===== src/amrd_pkg.sv =====
// Shared types, constants and model shape table of the range decoder.
`timescale 1ns / 1ps
`default_nettype none
package amrd_pkg;

    localparam int CODE_BITS         = 26;
    localparam int MAX_MODEL_SYMBOLS = 128;
    localparam int NUM_MODELS        = 9;
    localparam int FREQ_SLOTS        = 267;
    localparam int FREQ_W            = 11;
    localparam int ADDR_W            = 9;
    localparam int CNT_W             = 9;
    localparam int IDX_W             = 8;
    localparam int USED_W            = 6;

    localparam logic [CODE_BITS-1:0] CODER_ONE  = CODE_BITS'(1) << (CODE_BITS - 1);
    localparam logic [CODE_BITS-1:0] CODER_HALF = CODE_BITS'(1) << (CODE_BITS - 2);

    localparam logic [1:0] ACT_START  = 2'd0;
    localparam logic [1:0] ACT_DECODE = 2'd1;
    localparam logic [1:0] ACT_RESET  = 2'd2;

    localparam logic [3:0] MODEL_BINARY = 4'd0;
    localparam logic [3:0] MODEL_SELECT = 4'd1;
    localparam logic [3:0] MODEL_LAST   = 4'd8;

    typedef struct packed {
        logic [1:0]  action;
        logic [3:0]  model_select;
        logic [31:0] bit_window;
    } in_item_t;

    typedef struct packed {
        logic [7:0] symbol;
        logic [4:0] bits_used;
    } out_item_t;

    typedef struct packed {
        logic              en;
        logic [ADDR_W-1:0] addr;
        logic [FREQ_W-1:0] data;
    } ram_wr_t;

    typedef struct packed {
        logic [7:0]        first;
        logic [CNT_W-1:0]  count;
        logic [3:0]        incr;
        logic [FREQ_W-1:0] limit;
        logic [ADDR_W-1:0] offset;
    } shape_t;

    function automatic shape_t model_shape(input logic [3:0] m);
        shape_t s;
        case (m)
            4'd0:    s = '{8'd0,   9'd2,   4'd1, 11'd256,  9'd0};
            4'd1:    s = '{8'd0,   9'd11,  4'd8, 11'd1024, 9'd2};
            4'd2:    s = '{8'd2,   9'd2,   4'd8, 11'd1024, 9'd13};
            4'd3:    s = '{8'd4,   9'd4,   4'd4, 11'd1024, 9'd15};
            4'd4:    s = '{8'd8,   9'd8,   4'd4, 11'd1024, 9'd19};
            4'd5:    s = '{8'd16,  9'd16,  4'd4, 11'd1024, 9'd27};
            4'd6:    s = '{8'd32,  9'd32,  4'd2, 11'd1024, 9'd43};
            4'd7:    s = '{8'd64,  9'd64,  4'd2, 11'd1024, 9'd75};
            default: s = '{8'd128, 9'd128, 4'd1, 11'd1024, 9'd139};
        endcase
        if (s.count > CNT_W'(MAX_MODEL_SYMBOLS)) begin
            s.count = CNT_W'(MAX_MODEL_SYMBOLS);
        end
        return s;
    endfunction

endpackage
`default_nettype wire


===== src/amrd_div.sv =====
// Restoring divider, one quotient bit per cycle.
`timescale 1ns / 1ps
`default_nettype none
module amrd_div
    import amrd_pkg::*;
(
    input  wire logic                 aclk,
    input  wire logic                 aresetn,
    input  wire logic                 start,
    input  wire logic [31:0]          dividend,
    input  wire logic [CODE_BITS-1:0] divisor,
    output logic                      done,
    output logic [31:0]               quotient
);
    logic                 busy_reg;
    logic                 done_reg;
    logic [4:0]           cnt_reg;
    logic [31:0]          quo_reg;
    logic [CODE_BITS-1:0] rem_reg;
    logic [CODE_BITS-1:0] div_reg;
    logic [CODE_BITS:0]   trial;
    logic                 ge;

    assign trial = {rem_reg, quo_reg[31]};
    assign ge    = trial >= {1'b0, div_reg};

    always_ff @(posedge aclk) begin
        if (!aresetn) begin
            busy_reg <= 1'b0;
            done_reg <= 1'b0;
            cnt_reg  <= '0;
        end else begin
            done_reg <= 1'b0;
            if (start) begin
                busy_reg <= 1'b1;
                cnt_reg  <= '0;
                quo_reg  <= dividend;
                rem_reg  <= '0;
                div_reg  <= divisor;
            end else if (busy_reg) begin
                quo_reg <= {quo_reg[30:0], ge};
                rem_reg <= ge ? CODE_BITS'(trial - {1'b0, div_reg}) : trial[CODE_BITS-1:0];
                cnt_reg <= cnt_reg + 5'd1;
                if (cnt_reg == 5'd31) begin
                    busy_reg <= 1'b0;
                    done_reg <= 1'b1;
                end
            end
        end
    end

    assign done     = done_reg;
    assign quotient = quo_reg;
endmodule
`default_nettype wire


===== config.mk =====
export PLATFORM = sky130hd
export DESIGN_NAME = amrd_div
export DESIGN_NICKNAME = d
export VERILOG_FILES = /design/src/amrd_pkg.sv /design/src/amrd_div.sv
export SDC_FILE = /design/constraint.sdc
export NUM_CORES = 1
export LEC_CHECK = 0
export ABC_CLOCK_PERIOD_IN_PS = 3400
export BUFFER_PORTS_ARGS = -buffer_cell sky130_fd_sc_hd__buf_2
export CAP_MARGIN = 40
export CORE_ASPECT_RATIO = 0.7
export CORE_MARGIN = 5
export CORE_UTILIZATION = 51
export DETAILED_ROUTE_END_ITERATION = 10
export PLACE_DENSITY = 0.82
export SLEW_MARGIN = 10
export SYNTH_ARGS = -nofsm -noshare
export SYNTH_HDL_FRONTEND = slang
export SYNTH_SLANG_ARGS = --single-unit
export TNS_END_PERCENT = 20

===== constraint.sdc =====
create_clock -name aclk -period 3.4 [get_ports aclk]
set_input_delay 0.51 -clock aclk [delete_from_list [all_inputs] [get_ports aclk]]
set_output_delay 0.51 -clock aclk [all_outputs]
set_load 0.02 [all_outputs]

==> flow_metrics.tcl, run 1 <==
set metrics [dict create \
    status "complete, no violations" \
    cts.sinks 91 \
    vias_per_cell 5.82 \
    synth_area_um2 5090 \
    crit_fanout 3 \
    routedWlPerCell_um 16.9 \
    setup_violations 0 \
    cp_slowest_cell "or3_1" \
    drv_slew 0 \
    grt_pass1_wl_um 18400 \
    layout-drive-gt1-share_pct 28.9 \
    hold_slack_ns 0.338 \
    synth.area.top_cells "edfxtp_1, mux2_2, ha_1" \
    n_antenna_cell 0 \
    dp_hpwl_um 8350 \
    p_total_mw 3.19 \
    max_freq_mhz 296 \
    cp_top_family "compound AO/OA/AOI/OAI gates" \
    crit_chain "inv_1, ha_1, inv_1, fa_1, a21o_1, a221oi_2, nor3_1, or3_1, a31oi_4, o211ai_1, mux2i_1, a311o_1" \
    largest_register_ffs 32 \
    h-tree-depth 3 \
    pre_cts_ws_ns 0.0670 \
    area.growth.synth_to_final_pct 18.2 \
    critPathBufInv 2 \
    synth_flop_cell "edfxtp_1" \
    start_kind "register" \
    core_um2 9720 \
    io_pins 94 \
    top_usage_layer "met2" \
    cap_violations 0 \
    hold_path.class "input port to register" \
    dr.pass1.iters 6 \
    synth-edff-count 84 \
    fp.dieH_um 93.6 \
    fin_crit_ns 3.38 \
    mappedNetlistNets 539 \
    fp-row-count 30 \
    grt.overflow.total 0 \
    synth-seq-cells 91 \
    n_fill_cell 746 \
    initial_utilization_pct 52.3 \
    instances_no_fill 675 \
    critPathKind "register to register" \
    clock_skew_ns 0.00563 \
    clock_path_buffers 2 \
    dieWidth_um 129 \
    total_leakage_power_nw 2.51 \
    grtUsageMet2_pct 31.1 \
    stdcell_area_um2 6010 \
    end_kind "register" \
    ys_seq_area_share_pct 52.3 \
    cts_setup_buffers 0 \
    grt_pass1_vias 3766 \
    drt_iter0_drc 323 \
    syn_inst 449 \
    placedCellCount 659 \
    track_usage_pct 19.3 \
    die_area_um2 12100 \
    period_share_pct 99.3 \
    met3_usage_pct 5.59 \
    synthArstFlopShare_pct 0 \
    yosysTopAreaCellShare_pct 49.6 \
    gp_congestion 0.997 \
    synth_most_common_cell "edfxtp_1" \
    fin_ws_ns 0.0223 \
    drc 0 \
    final_hold_viol_count 0 \
    fin_nets 632 \
    rsz0062_at_grt "yes" \
    arrival_ns 3.47 \
    holdBufCountCts 0 \
    num_vias 3927 \
    placed_cell_area_um2 5710 \
    ys_warn_count 0 \
    post-route-util_pct 61.8 \
    peakVddDrop_mv 0.280 \
    critPathMostFrequentCell "inv_1" \
    synth_common_cells "edfxtp_1, nor2_1, a21oi_1" \
    antenna_left 0 \
    max-slew-margin-rel_pct 48.1 \
    root_buffer "clkbuf_16" \
    synth_largest_area_cell "edfxtp_1" \
    cts_buffers 9 \
    worstPathRequired_ns 3.50 \
    antenna_found_initial 0 \
    p_per_area_nw_per_um2 531 \
    place.port_buffers 93 \
    ys_types 52 \
    critPathMaxStageDelay_ns 0.49 \
    cts_tree "built" \
    insertion_delay_ns 0.34 \
    setup_tns_ns 0 \
    syn_area_per_cell_um2 11.3 \
    grt.met1_usage_pct 25.8 \
    clkTransAtPathRegs_ns 0.06 \
    grt_max_degree 52 \
    multiInputGateArea_um2 2240 \
    worst_pin_slew_ns 0.779 \
    postRouteWirelength_um 11400 \
    register_area_um2 2660 \
]
==> worst paths after layout <==
path | from | end | slack (ns) | depth (start not counted)
setup reg to reg | quotient[31] | rem_reg[24] | 0.02 | 12
setup / recovery | quotient[31] | rem_reg[24] | 0.02 | 12
hold / removal | divisor[15] | div_reg[15] | 0.34 | 1
hold reg to reg | cnt_reg[4] | cnt_reg[4] | 0.52 | 2
==> cell type report <==
type / instances / area share [%]
clock buffers: 13 / 4.33
repair buffers: 102 / 9.08
flip-flops and latches: 91 / 44.3
well taps: 128 / 2.66
inverters: 34 / 2.12
multi-input cells: 304 / 37.2
clock inverters: 3 / 0.312
==> worst register-to-register path: cells and delay by family (launching register included) <==
family                     cells  cell delay [ns]
DFF                            1             0.42
muxes                          1             0.15
and+or+nand+nor                2             0.63
AOI/OAI and AO/OA              5             1.20
adders and majority gates      2             0.59
buffers and inverters          2             0.14
==> per-layer routing <==
layer | routed length [um] | vias to the layer above | part of all wire (%)
met5 | 0 | - | 0
met4 | 182 | 0 | 1.6
met2 | 5390 | 177 | 47
li1 | - | 1856 | -
met1 | 4920 | 1871 | 43
met3 | 927 | 23 | 8.1
==> power breakdown <==
group	switching [mW]	total, mW	internal [mW]	leakage, nW
sequential	0.0437	1.39	1.34	0.861
combinational	0.509	0.869	0.360	1.51
clock	0.403	0.940	0.537	0.141
total	0.955	3.19	2.24	2.51
==> placed cells by master, fill, tap and decap left out, types with 3 or more instances in the layout <==
master,netlist,final
a211oi_1,3,3
a21o_1,11,11
a21oi_1,36,36
a31oi_1,4,3
and2_1,3,3
and3_1,3,3
buf_2,5,93
buf_4,0,8
clkbuf_16,0,9
dfxtp_1,7,7
edfxtp_1,84,84
ha_1,28,28
inv_1,34,34
inv_4,0,3
mux2_2,32,32
mux2i_1,9,9
nand2_1,20,20
nand3_1,12,12
nand4_1,12,12
nor2_1,38,38
nor2b_1,5,5
nor3_1,5,5
nor4_1,4,4
o211ai_1,6,6
o21a_1,6,5
o21ai_0,12,12
xnor2_1,14,14
xor2_1,6,6
==> cell families after synthesis <==
group	after synthesis	share of synthesized area (%)
DFF	91	52.3
muxes	41	8.86
adders and majority gates	29	7.28
xor gates and xnor gates	20	3.44
buffers and inverters	54	4.11
AOI/OAI and AO/OA	100	12.9
and+or+nand+nor	114	11.0
==> what timing repair did <==
action / CTS / global route
resized for setup: 0 / 3
endpoints found under the setup margin: 0 / 3
hold endpoints to repair: 0 / 0
Power figures use the tool's default switching activity.
==> run 2, diff against run 1 <==
Settings changed: ABC_CLOCK_PERIOD_IN_PS 3400 to 3700.
Clock period 3.4 ns to 3.7 ns, I/O delays scaled along.
==> run 2 against run 1 <==
Compared with the run above: clock power shrank 9.4%; power is 9.0% lower; sequential share of layout area grew 0.30 points; via count decreased by 2.1%; clock skew increased by 0.0034 ns; register-to-register slack gained 0.30 ns; critical path type unchanged; largest power group unchanged.
==> flow_metrics.tcl, run 2 (synthesized netlist as in run 1, its figures left out) <==
set metrics [dict create \
    grt_pass1_wl_um 18300 \
    initial_utilization_pct 52.3 \
    cp_slowest_cell "or3_1" \
    routedWlPerCell_um 16.8 \
    start_kind "register" \
    dp_hpwl_um 8290 \
    crit_fanout 3 \
    area.growth.synth_to_final_pct 17.4 \
    track_usage_pct 19.1 \
    fin_nets 630 \
    fin_crit_ns 3.38 \
    r2r_start "quotient[31]" \
    cts_tree "built" \
    max_freq_mhz 296 \
    fin_ws_ns 0.323 \
    crit_chain "inv_1, ha_1, inv_1, fa_1, a21o_1, a221oi_2, nor3_1, or3_1, a31oi_1, o211ai_1, mux2i_1, a311o_1" \
    gp_congestion 0.992 \
    worst_pin_slew_ns 0.581 \
    status "complete, no violations" \
    hold_path.class "input port to register" \
    cts.sinks 91 \
    core_um2 9720 \
    max-slew-margin-rel_pct 60.3 \
    io_pins 94 \
    cts_resized 0 \
    total_leakage_power_nw 2.49 \
    drc 0 \
    critPathMostFrequentCell "inv_1" \
    endpoint "rem_reg[24]" \
    grt_max_degree 40 \
    reg2regPathDepth 12 \
    grt.overflow.total 0 \
    antenna_found_initial 0 \
    drv_slew 0 \
    vias_per_cell 5.71 \
    final_cell_mix "buf_2, edfxtp_1, nor2_1" \
    antenna_left 0 \
    postRouteWirelength_um 11300 \
    crit_path_start "quotient[31]" \
    peakVddDrop_mv 0.318 \
    n_fill_cell 792 \
    critPathMaxStageDelay_ns 0.45 \
    fp.dieH_um 93.6 \
    n_antenna_cell 0 \
    drt_iter0_drc 342 \
    worstPathRequired_ns 3.79 \
    clkTransAtPathRegs_ns 0.07 \
    clock_path_buffers 2 \
    cap_violations 0 \
    h-tree-depth 3 \
    end_kind "register" \
    dr.pass1.iters 5 \
    place.port_buffers 93 \
    setup_tns_ns 0 \
    period_share_pct 91.3 \
    clock_skew_ns 0.00906 \
    cts_setup_buffers 0 \
    rsz0062_at_grt "no" \
    final_hold_viol_count 0 \
    cp_top_family "compound AO/OA/AOI/OAI gates" \
    register_area_um2 2660 \
    hold_slack_ns 0.381 \
    root_buffer "clkbuf_16" \
    layout-drive-gt1-share_pct 28.4 \
    pre_cts_ws_ns 0.390 \
    fp-row-count 30 \
    die_area_um2 12100 \
    holdBufCountCts 0 \
    hold_start "divisor[20]" \
    path_depth 12 \
    p_per_area_nw_per_um2 487 \
    largest_register_ffs 32 \
    dieWidth_um 129 \
    num_vias 3843 \
    critPathBufInv 2 \
    p_total_mw 2.91 \
    grt_pass1_vias 3719 \
    r2r_end "rem_reg[24]" \
    r2r_slack_ns 0.32 \
    final_common_cell "buf_2" \
    insertion_delay_ns 0.34 \
    arrival_ns 3.47 \
    cts_buffers 9 \
    multiInputGateArea_um2 2220 \
    critPathKind "register to register" \
    setup_violations 0 \
]
==> run 2: worst min path at each step <==
stage	slack (ns)	cells past startpoint	end
6_report	0.38	1	div_reg[20]
5_1_grt	0.37	1	div_reg[22]
4_1_cts	0.37	1	div_reg[20]
3_5_place_dp	0.50	2	cnt_reg[4]
3_3_place_gp	0.48	2	cnt_reg[4]
2_1_floorplan	0.47	2	cnt_reg[4]
==> run 2: layout make-up <==
type / count / area share [%]
Multi-Input combinational cell: 304 / 37.1
Sequential cell: 91 / 44.6
Inverter: 34 / 2.14
Clock inverter: 6 / 0.754
Timing Repair Buffer: 100 / 8.89
Clock buffer: 10 / 3.83
Tap cell: 128 / 2.68
==> run 2: power by group <==
group	switching, mW	internal [mW]
Clock	0.391	0.461
Combinational	0.460	0.323
Sequential	0.0399	1.23
Total	0.891	2.02
==> run 2: stage by stage <==
step	instances	instance area, um^2	util [%]
CTS	673	5970	61.4
floorplan	449	5090	-
detailed placement	657	5700	58.6
global route	673	5970	61.4
finish	673	5970	61.4
global placement	657	5700	58.6
==> run 2: routing by layer <==
layer  global-route usage, %  part of all wire, %  vias up
met5                       0                    0        -
met4                    4.63                  1.3        0
met3                    4.62                  6.7       16
met2                    30.0                   48      135
met1                    26.8                   44     1841
li1                        -                    -     1851
==> run 3, diff against run 2 <==
Settings changed: ABC_CLOCK_PERIOD_IN_PS 3700 to 3200, CELL_PAD_IN_SITES_DETAIL_PLACEMENT from default to 2, CELL_PAD_IN_SITES_GLOBAL_PLACEMENT from default to 2, CORE_UTILIZATION 51 to 36, PLACE_DENSITY 0.82 to 0.87.
Clock period 3.7 ns to 3.2 ns, I/O delays scaled along.
==> run 3 against run 2 <==
Compared with the run above: sequential cell count is the same; via count is 9.3% higher; largest power group unchanged; worst setup slack worse by 0.41 ns; power is 28% higher; the flow now finishes with violations (setup timing); critical path type unchanged; largest cell class unchanged; clock power up 33%.
==> flow_metrics.tcl, run 3 (synthesized netlist as in run 1, its figures left out) <==
set metrics [dict create \
    status "finished with violations" \
    violations "setup timing" \
    cp_top_family "compound AO/OA/AOI/OAI gates" \
    worst_pin_slew_ns 0.715 \
    arrival_ns 3.49 \
    critPathBufInv 2 \
    dp_hpwl_um 11800 \
    setup_violations 9 \
    num_vias 4201 \
    register_area_um2 2660 \
    holdBufCountCts 0 \
    fin_ws_ns -0.0903 \
    fin_nets 647 \
    final_hold_viol_count 0 \
    start_kind "register" \
    period_share_pct 103 \
    drc 0 \
    cts.sinks 91 \
    cp_slowest_cell "or4_1" \
    grt.overflow.total 0 \
    critPathMaxStageDelay_ns 0.52 \
    insertion_delay_ns 0.36 \
    final_common_cell "buf_2" \
    total_leakage_power_nw 2.60 \
    multiInputGateArea_um2 2280 \
    layout-drive-gt1-share_pct 32.9 \
    dieWidth_um 152 \
    fin_crit_ns 3.29 \
    grt_pass1_wl_um 26200 \
    clock_path_buffers 2 \
    h-tree-depth 3 \
    max-slew-margin-rel_pct 51.1 \
    largest_register_ffs 32 \
    drt_iter0_drc 285 \
    peakVddDrop_mv 0.259 \
    io_pins 94 \
    p_total_mw 3.73 \
    critPathKind "register to register" \
    clock_skew_ns 0.0123 \
    worstPathRequired_ns 3.40 \
    crit_fanout 8 \
    routedWlPerCell_um 23.9 \
    antenna_left 0 \
    n_fill_cell 1476 \
    cts_tree "built" \
    fp.dieH_um 109 \
    grt_max_degree 46 \
    p_per_area_nw_per_um2 592 \
    n_antenna_cell 0 \
    clkTransAtPathRegs_ns 0.08 \
    hold_path.class "input port to register" \
    grt_pass1_vias 4607 \
    post-route-util_pct 45.4 \
    rsz0062_at_grt "yes" \
    vias_per_cell 5.59 \
    track_usage_pct 20.3 \
    critPathMostFrequentCell "buf_4" \
    place.port_buffers 93 \
    die_area_um2 16600 \
    final_cell_mix "buf_2, edfxtp_1, nor2_1" \
    fp-row-count 36 \
    postRouteWirelength_um 18000 \
    drv_slew 0 \
    crit_chain "ha_1, nor2b_2, o2111ai_1, a211oi_2, o31ai_1, buf_4, a21o_1, buf_4, or4_1, a21oi_1" \
    gp_congestion 0.867 \
    dr.pass1.iters 5 \
    area.growth.synth_to_final_pct 23.8 \
    root_buffer "clkbuf_16" \
    initial_utilization_pct 36.7 \
    cts_buffers 9 \
    antenna_found_initial 0 \
    end_kind "register" \
    max_freq_mhz 304 \
    core_um2 13900 \
    cap_violations 0 \
]
## run 3: cell count changes in the layout (fill, tap and decap cells not counted), moves of 2 or more
cell / delta
buf_4: +15
inv_8: +3
nor3_2: +2
nor3_1: -2
clkinv_2: -2
ha_2: +3
ha_1: -3
## run 3: final timing paths
path / cells past startpoint / slack, ns / startpoint / endpoint
max: 10 / -0.09 / rem_reg[0] / rem_reg[25]
max reg2reg: 10 / -0.09 / rem_reg[0] / rem_reg[25]
min: 1 / 0.29 / divisor[2] / div_reg[2]
min reg2reg: 2 / 0.54 / cnt_reg[1] / cnt_reg[1]
## run 3: metrics by stage
stage                     instance area (um^2)  setup TNS [ns]  std cells  hold WS, ns  setup slack [ns]
final                                     6300          -0.371        752        0.294           -0.0903
after global routing                      6300           -2.57        752        0.281            -0.212
after CTS                                 6210               0        746        0.287            0.0170
after detailed placement                  5850          -0.103        727        0.523            -0.103
after global placement                    5850               0        727        0.482            0.0873
after floorplan                           5090               0        449        0.467           0.00771
## run 3: metal layers
metal / wire [um] / track usage [%]
met5: 0 / 0
met4: 482 / 7.57
met3: 853 / 4.76
met2: 9290 / 35.8
met1: 7380 / 24.5
## run 3: worst reg2reg max path, stage by stage, from the launching register on
cell	delay (ns)
edfxtp_1	0.47
ha_1	0.37
nor2b_2	0.21
o2111ai_1	0.27
a211oi_2	0.40
o31ai_1	0.13
buf_4	0.16
a21o_1	0.26
buf_4	0.19
or4_1	0.52
a21oi_1	0.16
## run 3: what timing repair did
action,CTS,global route
buffers inserted,3,6
resized for setup,5,9
pin swaps,4,14
setup endpoints to repair,3,23
## run 3: where the power goes
group	internal (mW)	total [mW]	leakage, nW	switching, mW
clock network	0.599	1.13	0.155	0.532
logic	0.431	1.12	1.59	0.688
registers	1.42	1.48	0.861	0.0533
## run 3: area by class of cell
cell class              count  share of cell area [%]
clock inverters             6                   0.954
well taps                 190                    3.78
repair buffers            117                    10.7
multi-input cells         304                    36.3
inverters                  34                    2.03
flip-flops and latches     91                    42.3
clock buffers              10                    3.97
